`config.mk`:
```
export PLATFORM = sky130hd
export DESIGN_NAME = md5_stream_hasher
export DESIGN_NICKNAME = d
export VERILOG_FILES = /design/src/hw/rtl/md5sh_pkg.sv /design/src/hw/rtl/md5sh_ram.sv /design/src/hw/rtl/md5sh_round.sv /design/src/hw/rtl/md5sh_ctrl.sv /design/src/hw/rtl/md5_stream_hasher.sv
export SDC_FILE = /design/constraint.sdc
export NUM_CORES = 2
export LEC_CHECK = 0
export BUFFER_PORTS_ARGS = -buffer_cell sky130_fd_sc_hd__buf_4
export CAP_MARGIN = 20
export CORE_MARGIN = 10
export CORE_UTILIZATION = 40
export CTS_CLUSTER_SIZE = 16
export DETAILED_ROUTE_END_ITERATION = 10
export GPL_TIMING_DRIVEN = 0
export PLACE_DENSITY = 0.63
export SLEW_MARGIN = 20
export SYNTH_ARGS = -nofsm -noshare
export SYNTH_HDL_FRONTEND = slang
export SYNTH_HIERARCHICAL = 1
export SYNTH_SLANG_ARGS = --single-unit
```
`constraint.sdc`:
```
create_clock -name clk -period 13.3 [get_ports clk]
set_input_delay 2.66 -clock clk [delete_from_list [all_inputs] [get_ports clk]]
set_output_delay 2.66 -clock clk [all_outputs]
set_load 0.01 [all_outputs]
```
`src/hw/rtl/md5sh_pkg.sv`:
```
// Package of the MD5 stream hasher: sequencer states, control structs,
// initial chaining value and the round tables. Depends on nothing.
package md5sh_pkg;

    // Block buffer geometry: 16 message words of 32 bits.
    localparam int unsigned BLK_WORDS  = 16;
    localparam int unsigned WORD_BITS  = 32;

    // Initial chaining value.
    localparam logic [31:0] MD5_IV_A = 32'h6745_2301;
    localparam logic [31:0] MD5_IV_B = 32'hefcd_ab89;
    localparam logic [31:0] MD5_IV_C = 32'h98ba_dcfe;
    localparam logic [31:0] MD5_IV_D = 32'h1032_5476;

    // Padding marker byte.
    localparam logic [31:0] PAD_MARKER = 32'h0000_0080;

    // Word positions of the 64-bit length field in the last block.
    localparam logic [3:0] LEN_LO_WORD = 4'd14;
    localparam logic [3:0] LEN_HI_WORD = 4'd15;
    localparam logic [3:0] LAST_WORD   = 4'd15;
    localparam logic [5:0] LAST_ROUND  = 6'd63;
    localparam logic [1:0] LAST_DIGEST = 2'd3;

    // Sequencer states.
    typedef enum logic [2:0] {
        ST_IDLE,
        ST_PAD,
        ST_LOAD,
        ST_ROUND,
        ST_ADD,
        ST_DIGEST
    } md5sh_state_t;

    // Controls from the sequencer to the datapath.
    typedef struct packed {
        logic       in_ready;
        logic       load_vars;
        logic       round_en;
        logic       add_chain;
        logic       chain_init;
        logic       pad_write;
        logic       pad_first;
        logic       pad_len;
        logic [3:0] pad_ptr;
        logic [5:0] round_idx;
        logic [3:0] rd_addr;
        logic       out_valid;
        logic [1:0] word_idx;
    } md5sh_ctrl_t;

    // Status from the datapath to the sequencer.
    typedef struct packed {
        logic       in_accept;
        logic       in_last;
        logic       block_full;
        logic [3:0] start_ptr;
        logic       pend_high;
        logic       out_accept;
    } md5sh_stat_t;

    // Message word used by a round.
    function automatic logic [3:0] md5_msg_index(input logic [5:0] idx);
        logic [3:0] lo;
        logic [3:0] res;
        lo = idx[3:0];
        case (idx[5:4])
            2'd0:    res = lo;
            2'd1:    res = lo + {lo[1:0], 2'b00} + 4'd1;
            2'd2:    res = lo + {lo[2:0], 1'b0} + 4'd5;
            2'd3:    res = {lo[0], 3'b000} - lo;
            default: res = lo;
        endcase
        return res;
    endfunction

    // Rotate amount of a round.
    function automatic logic [4:0] md5_shift(input logic [5:0] idx);
        logic [4:0] res;
        case ({idx[5:4], idx[1:0]})
            4'd0:    res = 5'd7;
            4'd1:    res = 5'd12;
            4'd2:    res = 5'd17;
            4'd3:    res = 5'd22;
            4'd4:    res = 5'd5;
            4'd5:    res = 5'd9;
            4'd6:    res = 5'd14;
            4'd7:    res = 5'd20;
            4'd8:    res = 5'd4;
            4'd9:    res = 5'd11;
            4'd10:   res = 5'd16;
            4'd11:   res = 5'd23;
            4'd12:   res = 5'd6;
            4'd13:   res = 5'd10;
            4'd14:   res = 5'd15;
            4'd15:   res = 5'd21;
            default: res = 5'd7;
        endcase
        return res;
    endfunction

    // Additive round constant.
    function automatic logic [31:0] md5_k(input logic [5:0] idx);
        logic [31:0] res;
        case (idx)
            6'd0:    res = 32'hd76aa478;
            6'd1:    res = 32'he8c7b756;
            6'd2:    res = 32'h242070db;
            6'd3:    res = 32'hc1bdceee;
            6'd4:    res = 32'hf57c0faf;
            6'd5:    res = 32'h4787c62a;
            6'd6:    res = 32'ha8304613;
            6'd7:    res = 32'hfd469501;
            6'd8:    res = 32'h698098d8;
            6'd9:    res = 32'h8b44f7af;
            6'd10:   res = 32'hffff5bb1;
            6'd11:   res = 32'h895cd7be;
            6'd12:   res = 32'h6b901122;
            6'd13:   res = 32'hfd987193;
            6'd14:   res = 32'ha679438e;
            6'd15:   res = 32'h49b40821;
            6'd16:   res = 32'hf61e2562;
            6'd17:   res = 32'hc040b340;
            6'd18:   res = 32'h265e5a51;
            6'd19:   res = 32'he9b6c7aa;
            6'd20:   res = 32'hd62f105d;
            6'd21:   res = 32'h02441453;
            6'd22:   res = 32'hd8a1e681;
            6'd23:   res = 32'he7d3fbc8;
            6'd24:   res = 32'h21e1cde6;
            6'd25:   res = 32'hc33707d6;
            6'd26:   res = 32'hf4d50d87;
            6'd27:   res = 32'h455a14ed;
            6'd28:   res = 32'ha9e3e905;
            6'd29:   res = 32'hfcefa3f8;
            6'd30:   res = 32'h676f02d9;
            6'd31:   res = 32'h8d2a4c8a;
            6'd32:   res = 32'hfffa3942;
            6'd33:   res = 32'h8771f681;
            6'd34:   res = 32'h6d9d6122;
            6'd35:   res = 32'hfde5380c;
            6'd36:   res = 32'ha4beea44;
            6'd37:   res = 32'h4bdecfa9;
            6'd38:   res = 32'hf6bb4b60;
            6'd39:   res = 32'hbebfbc70;
            6'd40:   res = 32'h289b7ec6;
            6'd41:   res = 32'heaa127fa;
            6'd42:   res = 32'hd4ef3085;
            6'd43:   res = 32'h04881d05;
            6'd44:   res = 32'hd9d4d039;
            6'd45:   res = 32'he6db99e5;
            6'd46:   res = 32'h1fa27cf8;
            6'd47:   res = 32'hc4ac5665;
            6'd48:   res = 32'hf4292244;
            6'd49:   res = 32'h432aff97;
            6'd50:   res = 32'hab9423a7;
            6'd51:   res = 32'hfc93a039;
            6'd52:   res = 32'h655b59c3;
            6'd53:   res = 32'h8f0ccc92;
            6'd54:   res = 32'hffeff47d;
            6'd55:   res = 32'h85845dd1;
            6'd56:   res = 32'h6fa87e4f;
            6'd57:   res = 32'hfe2ce6e0;
            6'd58:   res = 32'ha3014314;
            6'd59:   res = 32'h4e0811a1;
            6'd60:   res = 32'hf7537e82;
            6'd61:   res = 32'hbd3af235;
            6'd62:   res = 32'h2ad7d2bb;
            6'd63:   res = 32'heb86d391;
            default: res = 32'hd76aa478;
        endcase
        return res;
    endfunction

endpackage

```
`src/hw/rtl/md5sh_ram.sv`:
```
// Generic single-port-write, single-port-read RAM with registered read data.
// Depends on nothing; used for the message block buffer.
module md5sh_ram #(
    parameter int unsigned WIDTH = 32,
    parameter int unsigned DEPTH = 16
) (
    input  logic                     clk,
    input  logic                     wr_en,
    input  logic [$clog2(DEPTH)-1:0] wr_addr,
    input  logic [WIDTH-1:0]         wr_data,
    input  logic [$clog2(DEPTH)-1:0] rd_addr,
    output logic [WIDTH-1:0]         rd_data
);

    logic [WIDTH-1:0] mem_reg [DEPTH];
    logic [WIDTH-1:0] rd_data_reg;

    // Write port.
    always_ff @(posedge clk)
    begin
        if (wr_en)
        begin
            mem_reg[wr_addr] <= wr_data;
        end
    end

    // Registered read port.
    always_ff @(posedge clk)
    begin
        rd_data_reg <= mem_reg[rd_addr];
    end

    assign rd_data = rd_data_reg;

endmodule

```
`src/hw/rtl/md5sh_round.sv`:
```
// MD5 round unit: one of the 64 steps of the compression function.
// Depends on md5sh_pkg for the round constants and rotate amounts.
module md5sh_round
    import md5sh_pkg::*;
(
    input  logic [5:0]  round_idx,
    input  logic [31:0] a_in,
    input  logic [31:0] b_in,
    input  logic [31:0] c_in,
    input  logic [31:0] d_in,
    input  logic [31:0] msg_word,
    output logic [31:0] a_out,
    output logic [31:0] b_out,
    output logic [31:0] c_out,
    output logic [31:0] d_out
);

    logic [31:0] f_val;
    logic [31:0] sum;
    logic [63:0] rot_dbl;

    // Boolean function of the current quarter.
    always_comb
    begin
        case (round_idx[5:4])
            2'd0:    f_val = d_in ^ (b_in & (c_in ^ d_in));
            2'd1:    f_val = c_in ^ (d_in & (b_in ^ c_in));
            2'd2:    f_val = b_in ^ c_in ^ d_in;
            2'd3:    f_val = c_in ^ (b_in | ~d_in);
            default: f_val = b_in ^ c_in ^ d_in;
        endcase
    end

    // Sum, rotate left, and add b.
    assign sum     = a_in + f_val + md5_k(round_idx) + msg_word;
    assign rot_dbl = {sum, sum} << md5_shift(round_idx);

    assign a_out = d_in;
    assign b_out = b_in + rot_dbl[63:32];
    assign c_out = b_in;
    assign d_out = c_in;

endmodule

```
`src/hw/rtl/md5sh_ctrl.sv`:
```
// Sequencer of the MD5 stream hasher: byte intake, padding writes, the
// 64-round loop and digest output. Depends on md5sh_pkg.
module md5sh_ctrl
    import md5sh_pkg::*;
(
    input  logic        clk,
    input  logic        rst_n,
    input  md5sh_stat_t stat,
    output md5sh_ctrl_t ctrl
);

    md5sh_state_t state_reg, state_next;
    logic [5:0]   round_reg, round_next;
    logic [3:0]   ptr_reg, ptr_next;
    logic [1:0]   widx_reg, widx_next;
    logic         finish_reg, finish_next;
    logic         started_reg, started_next;
    logic         len_done_reg, len_done_next;
    logic         first_reg, first_next;
    logic         second_reg, second_next;
    logic [5:0]   round_plus;

    assign round_plus = round_reg + 6'd1;

    // State and counter registers.
    always_ff @(posedge clk or negedge rst_n)
    begin
        if (!rst_n)
        begin
            state_reg    <= ST_IDLE;
            round_reg    <= '0;
            ptr_reg      <= '0;
            widx_reg     <= '0;
            finish_reg   <= 1'b0;
            started_reg  <= 1'b0;
            len_done_reg <= 1'b0;
            first_reg    <= 1'b0;
            second_reg   <= 1'b0;
        end
        else
        begin
            state_reg    <= state_next;
            round_reg    <= round_next;
            ptr_reg      <= ptr_next;
            widx_reg     <= widx_next;
            finish_reg   <= finish_next;
            started_reg  <= started_next;
            len_done_reg <= len_done_next;
            first_reg    <= first_next;
            second_reg   <= second_next;
        end
    end

    // Next state and control outputs.
    always_comb
    begin
        state_next    = state_reg;
        round_next    = round_reg;
        ptr_next      = ptr_reg;
        widx_next     = widx_reg;
        finish_next   = finish_reg;
        started_next  = started_reg;
        len_done_next = len_done_reg;
        first_next    = first_reg;
        second_next   = second_reg;

        ctrl            = '0;
        ctrl.pad_ptr    = ptr_reg;
        ctrl.round_idx  = round_reg;
        ctrl.word_idx   = widx_reg;
        ctrl.pad_first  = first_reg;
        ctrl.pad_len    = !stat.pend_high || second_reg;

        case (state_reg)
            ST_IDLE:
            begin
                ctrl.in_ready = 1'b1;
                if (stat.in_accept)
                begin
                    // A full block is compressed before any padding.
                    if (stat.block_full)
                    begin
                        state_next    = ST_LOAD;
                        finish_next   = stat.in_last;
                        started_next  = 1'b0;
                        len_done_next = 1'b0;
                    end
                    else if (stat.in_last)
                    begin
                        state_next    = ST_PAD;
                        ptr_next      = stat.start_ptr;
                        finish_next   = 1'b1;
                        started_next  = 1'b1;
                        len_done_next = 1'b0;
                        first_next    = 1'b1;
                        second_next   = 1'b0;
                    end
                end
            end

            ST_PAD:
            begin
                // Write one padding word per cycle up to the end of the block.
                ctrl.pad_write = 1'b1;
                first_next     = 1'b0;
                if (ptr_reg == LAST_WORD)
                begin
                    state_next    = ST_LOAD;
                    len_done_next = ctrl.pad_len;
                end
                else
                begin
                    ptr_next = ptr_reg + 4'd1;
                end
            end

            ST_LOAD:
            begin
                ctrl.load_vars = 1'b1;
                ctrl.rd_addr   = md5_msg_index('0);
                round_next     = '0;
                state_next     = ST_ROUND;
            end

            ST_ROUND:
            begin
                // Fetch the message word of the following round.
                ctrl.round_en = 1'b1;
                ctrl.rd_addr  = md5_msg_index(round_plus);
                round_next    = round_plus;
                if (round_reg == LAST_ROUND)
                begin
                    state_next = ST_ADD;
                end
            end

            ST_ADD:
            begin
                ctrl.add_chain = 1'b1;
                if (!finish_reg)
                begin
                    state_next = ST_IDLE;
                end
                else if (!started_reg)
                begin
                    state_next   = ST_PAD;
                    ptr_next     = stat.start_ptr;
                    started_next = 1'b1;
                    first_next   = 1'b1;
                    second_next  = 1'b0;
                end
                else if (len_done_reg)
                begin
                    state_next = ST_DIGEST;
                    widx_next  = '0;
                end
                else
                begin
                    // Extra block that holds only the length.
                    state_next  = ST_PAD;
                    ptr_next    = '0;
                    first_next  = 1'b0;
                    second_next = 1'b1;
                end
            end

            ST_DIGEST:
            begin
                ctrl.out_valid = 1'b1;
                if (stat.out_accept)
                begin
                    widx_next = widx_reg + 2'd1;
                    if (widx_reg == LAST_DIGEST)
                    begin
                        ctrl.chain_init = 1'b1;
                        state_next      = ST_IDLE;
                        finish_next     = 1'b0;
                        started_next    = 1'b0;
                        len_done_next   = 1'b0;
                        second_next     = 1'b0;
                    end
                end
            end

            default:
            begin
                state_next = ST_IDLE;
            end
        endcase
    end

endmodule

```
`src/hw/rtl/md5_stream_hasher.sv`:
```
// MD5 stream hasher, top level: an iterative MD5 engine over a byte stream.
// Each accepted request takes at most one message byte; a byte that
// completes a 64-byte block starts a compression (a load, 64 rounds through
// the single shared round unit, a chaining add), during which no request
// is accepted. An end-of-message request adds up to 16 padding word writes
// into the block buffer RAM and one compression, or two padding passes and
// two compressions when 56 or more bytes are pending, and then the digest
// leaves as four 32-bit words, one per cycle while the output is ready. The
// block buffer is written before it is read within each message and needs
// no clearing after reset.
// Depends on md5sh_pkg, md5sh_ram, md5sh_round and md5sh_ctrl.
module md5_stream_hasher
    import md5sh_pkg::*;
(
    input  logic        clk,
    input  logic        rst_n,
    input  logic        s_axis_tvalid,
    output logic        s_axis_tready,
    input  logic [7:0]  s_axis_tdata,   // [7:0] data_byte
    input  logic [0:0]  s_axis_tuser,   // [0] byte_valid
    input  logic        s_axis_tlast,   // end_of_message
    output logic        m_axis_tvalid,
    input  logic        m_axis_tready,
    output logic [31:0] m_axis_tdata,   // [31:0] digest_word
    output logic [1:0]  m_axis_tuser,   // [1:0] word_index
    output logic        m_axis_tlast    // last_word
);

    md5sh_ctrl_t ctrl;
    md5sh_stat_t stat;

    logic [63:0] count_reg;
    logic [63:0] count_inc;
    logic [31:0] word_reg;
    logic [31:0] chain_reg [4];
    logic [31:0] var_reg [4];
    logic [31:0] var_next [4];

    logic        in_accept;
    logic        byte_take;
    logic [4:0]  lane_sh;
    logic [31:0] lane_mask;
    logic [31:0] pad_word;
    logic        ram_wr_en;
    logic [3:0]  ram_wr_addr;
    logic [31:0] ram_wr_data;
    logic [31:0] msg_word;

    assign in_accept = s_axis_tvalid && s_axis_tready;
    assign byte_take = in_accept && s_axis_tuser[0];
    assign count_inc = count_reg + 64'd1;

    // Status toward the sequencer.
    always_comb
    begin
        stat.in_accept  = in_accept;
        stat.in_last    = s_axis_tlast;
        stat.block_full = s_axis_tuser[0] && (count_reg[5:0] == 6'h3f);
        stat.start_ptr  = (in_accept && s_axis_tuser[0]) ? count_inc[5:2] : count_reg[5:2];
        stat.pend_high  = &count_reg[5:3];
        stat.out_accept = m_axis_tvalid && m_axis_tready;
    end

    md5sh_ctrl u_ctrl (
        .clk   (clk),
        .rst_n (rst_n),
        .stat  (stat),
        .ctrl  (ctrl)
    );

    // Byte count and chaining value.
    always_ff @(posedge clk or negedge rst_n)
    begin
        if (!rst_n)
        begin
            count_reg    <= '0;
            chain_reg[0] <= MD5_IV_A;
            chain_reg[1] <= MD5_IV_B;
            chain_reg[2] <= MD5_IV_C;
            chain_reg[3] <= MD5_IV_D;
        end
        else if (ctrl.chain_init)
        begin
            count_reg    <= '0;
            chain_reg[0] <= MD5_IV_A;
            chain_reg[1] <= MD5_IV_B;
            chain_reg[2] <= MD5_IV_C;
            chain_reg[3] <= MD5_IV_D;
        end
        else
        begin
            if (byte_take)
            begin
                count_reg <= count_inc;
            end
            if (ctrl.add_chain)
            begin
                for (int i = 0; i < 4; i++)
                begin
                    chain_reg[i] <= chain_reg[i] + var_reg[i];
                end
            end
        end
    end

    // Partial message word, bytes placed little-endian.
    always_ff @(posedge clk)
    begin
        if (byte_take)
        begin
            word_reg[{count_reg[1:0], 3'b000} +: 8] <= s_axis_tdata;
        end
    end

    // Padding word: marker after the pending bytes, zeros, or the bit length.
    assign lane_sh   = {count_reg[1:0], 3'b000};
    assign lane_mask = (32'd1 << lane_sh) - 32'd1;

    always_comb
    begin
        if (ctrl.pad_first)
        begin
            pad_word = (word_reg & lane_mask) | (PAD_MARKER << lane_sh);
        end
        else if (ctrl.pad_len && (ctrl.pad_ptr == LEN_LO_WORD))
        begin
            pad_word = {count_reg[28:0], 3'b000};
        end
        else if (ctrl.pad_len && (ctrl.pad_ptr == LEN_HI_WORD))
        begin
            pad_word = count_reg[60:29];
        end
        else
        begin
            pad_word = '0;
        end
    end

    // Block buffer write: a completed word from intake or a padding word.
    always_comb
    begin
        if (ctrl.pad_write)
        begin
            ram_wr_en   = 1'b1;
            ram_wr_addr = ctrl.pad_ptr;
            ram_wr_data = pad_word;
        end
        else
        begin
            ram_wr_en   = byte_take && (count_reg[1:0] == 2'd3);
            ram_wr_addr = count_reg[5:2];
            ram_wr_data = {s_axis_tdata, word_reg[23:0]};
        end
    end

    md5sh_ram #(
        .WIDTH (WORD_BITS),
        .DEPTH (BLK_WORDS)
    ) u_block_ram (
        .clk     (clk),
        .wr_en   (ram_wr_en),
        .wr_addr (ram_wr_addr),
        .wr_data (ram_wr_data),
        .rd_addr (ctrl.rd_addr),
        .rd_data (msg_word)
    );

    md5sh_round u_round (
        .round_idx (ctrl.round_idx),
        .a_in      (var_reg[0]),
        .b_in      (var_reg[1]),
        .c_in      (var_reg[2]),
        .d_in      (var_reg[3]),
        .msg_word  (msg_word),
        .a_out     (var_next[0]),
        .b_out     (var_next[1]),
        .c_out     (var_next[2]),
        .d_out     (var_next[3])
    );

    // Working variables of the compression.
    always_ff @(posedge clk)
    begin
        if (ctrl.load_vars)
        begin
            for (int i = 0; i < 4; i++)
            begin
                var_reg[i] <= chain_reg[i];
            end
        end
        else if (ctrl.round_en)
        begin
            for (int i = 0; i < 4; i++)
            begin
                var_reg[i] <= var_next[i];
            end
        end
    end

    // Handshakes and digest output.
    assign s_axis_tready = ctrl.in_ready;
    assign m_axis_tvalid = ctrl.out_valid;
    assign m_axis_tdata  = chain_reg[ctrl.word_idx];
    assign m_axis_tuser  = ctrl.word_idx;
    assign m_axis_tlast  = (ctrl.word_idx == LAST_DIGEST);

endmodule

```
==> metrics <==
largest fanout on the critical path 10; post-synth top area share 0.355; normalized max-slew margin 0.164; Slowest cell on crit path clkbuf_1; RSZ-0062 raised after global routing false; worst-margin pin slew 1.25 ns; Starting Density 0.402; GRT overflow 0; initial DRC count between 4000 and 5000; total track usage 0.247; commonest cells after routing, fill and taps aside edfxtp_1 (670), nand2_1 (390), nor2_1 (373); Util after Layout 0.451; Post-CTS Setup Inserts 0; global-route wire length before repair 290 mm; drt first pass iters 8; area leader, netlist edfxtp_1; vias in the first global route 42200; WHS between 0.5 and 0.6 ns; Max Slew Vio Count 0; Setup crit start kind register; Async SR Flop Fraction 0.229; CTS resizes 0; Synth Warn # 6; Lkg Pwr between 20 and 25 nW; vias 44000; antenna violations before repair 12; Seq cells post-synth 911; # port buffers 50; clk_skew about 0.085 ns; cells after synthesis 5070; Seq/Total Area, Yosys 0.460; outcome completed; CTS buffer count 94; wire length per cell 27.7 um; synth unique cells 108; Num Clock Sinks 911; Final Setup Violations 0; Post-synth EDFFs 670; Routed WL ~200 mm; pre-CTS setup slack 1.20 ns; DP Area 60400 um2; commonest register cell after synthesis edfxtp_1; Multi-input gate area 28100 um2; Setup crit end kind register; CTS tree done; layout cells sized above 1 0.173; CP max stage delay 0.72 ns; Max Cap Viol 0; io pins 51; DR DRC count 0; FP Rows around 140; largest net degree at the start of global routing 93; Power Total 5.77 mW; Nets 5577; clk slew on worst S/H paths 0.06 ns; Hold Crit Class reg -> reg; Core Area 141000 um2; sum of buffers and inverters on the critical path 7; Pwr Density between 90 and 100 nW/um2; CP Data Arrival Time 13.05 ns; DR vias/cell 6.08; RD Place Congestion 0.994; Routed Antenna Nets 0; area delta synth->final 12.3%; Max VDD drop 126 uV; commonest non-fill, non-tap cell in the layout edfxtp_1; Final Hold Fails 0; CTS root buf clkbuf_16; Largest register FFs 512; most common cell type on the critical path clkbuf_1; min cycle time layout roughly 12 ns; Synth area leaders edfxtp_1 (36%), mux4_2 (7.2%), dfrtp_1 (6.4%); kind of critical path reg -> reg; H-Tree Level Count 3; non-filler cells, final a little over 7000; cell total after placement 7065; die area 157000 um2; slack of the critical path 0.824 ns; Die W 396 um; die height 396 um; Worst EP required between 10 and 15 ns; maximum clock path buffer count 3; Mapped Avg Cell Area ~11 um2; fmax 0.0802 GHz; hold buffer count at cts 0; Seq. cell area approximately 26000 um2; delay-heaviest family, CP compound AO/OA/AOI/OAI gates; synthesized area 56600 um2; Detail Placement HPWL 150 mm; Skew-Pair Late Insertion Delay between 0.7 and 0.8 ns; TNS Setup 0 ns; syn_nets 5375; Fillers about 13000; final period utilization 0.938; fin area 63600 um2
==> final cells by class <==
class                   count  share of cell area
clock inverters            45             0.00886
clock buffers             127              0.0409
multi-input cells        3564               0.441
plain buffers             366              0.0293
inverters                 229              0.0135
flip-flops and latches    911               0.410
diodes                      4            0.000157
repair buffers            106              0.0189
well taps                1890              0.0372
==> synth_stat cells, drive strengths merged (59+ instances only) <==
master and instances:
nor3 69, and3 59, mux2 155, nand3 121
a21o 96, dfstp 64, mux2i 135, a22oi 76
a21oi 336, clkbuf 191, ha 224, nand2 390
a31oi 67, fa 67, mux4 181, buf 175
xnor2 145, dfrtp 145, edfxtp 670, nor2 387
o21ai 294, xor2 118, inv 228
==> logic make-up (layout without fill, tap and decap cells) <==
group                      after synthesis  count (layout)  synth area share
adders and majority gates              307             307            0.0760
DFF                                    911             911             0.460
xor gates and xnor gates               265             265            0.0415
buffers and inverters                  595             873            0.0477
muxes                                  471             471             0.127
and+or+nand+nor                       1293            1293             0.107
other                                    0               4                 0
AOI/OAI and AO/OA                     1228            1228             0.141
==> power breakdown <==
part	switching (mW)	leakage, nW	internal, mW
logic	0.0246	13.2	0.00636
clock network	1.20	1.53	1.51
registers	0	8.61	3.03
total	1.23	23.4	4.54
==> worst reg2reg max path: cells and delay by family (launching register included) <==
kind	cells	cell delay (ns)
flops	1	0.45
xor+xnor	1	0.13
buf+inv	7	2.72
simple gates	7	1.40
compound gates	16	4.61
fa+ha+maj	5	1.99
mux	3	1.02
==> final timing paths <==
check	end	slack (ns)	depth (start not counted)	startpoint
setup / recovery	var_reg[1][28]	0.82	39	u_ctrl/round_reg[4]
hold / removal	u_ctrl/first_reg	0.52	1	u_ctrl/first_reg
setup reg to reg	var_reg[1][28]	0.82	39	u_ctrl/round_reg[4]
hold reg to reg	u_ctrl/first_reg	0.52	1	u_ctrl/first_reg
max in group asynchronous	count_reg[52]	10.06	3	rst_n
min in group asynchronous	chain_reg[103]	1.91	1	rst_n
==> routing by layer <==
metal  vias up  track usage  wire length (um)
li1      19200            -                 -
met1     22000        0.322             80600
met2      2244        0.392             92000
met3       513       0.0502             17600
met4        12        0.117             10700
met5         -            0                77
No activity file was read; power rests on OpenSTA's default activity.
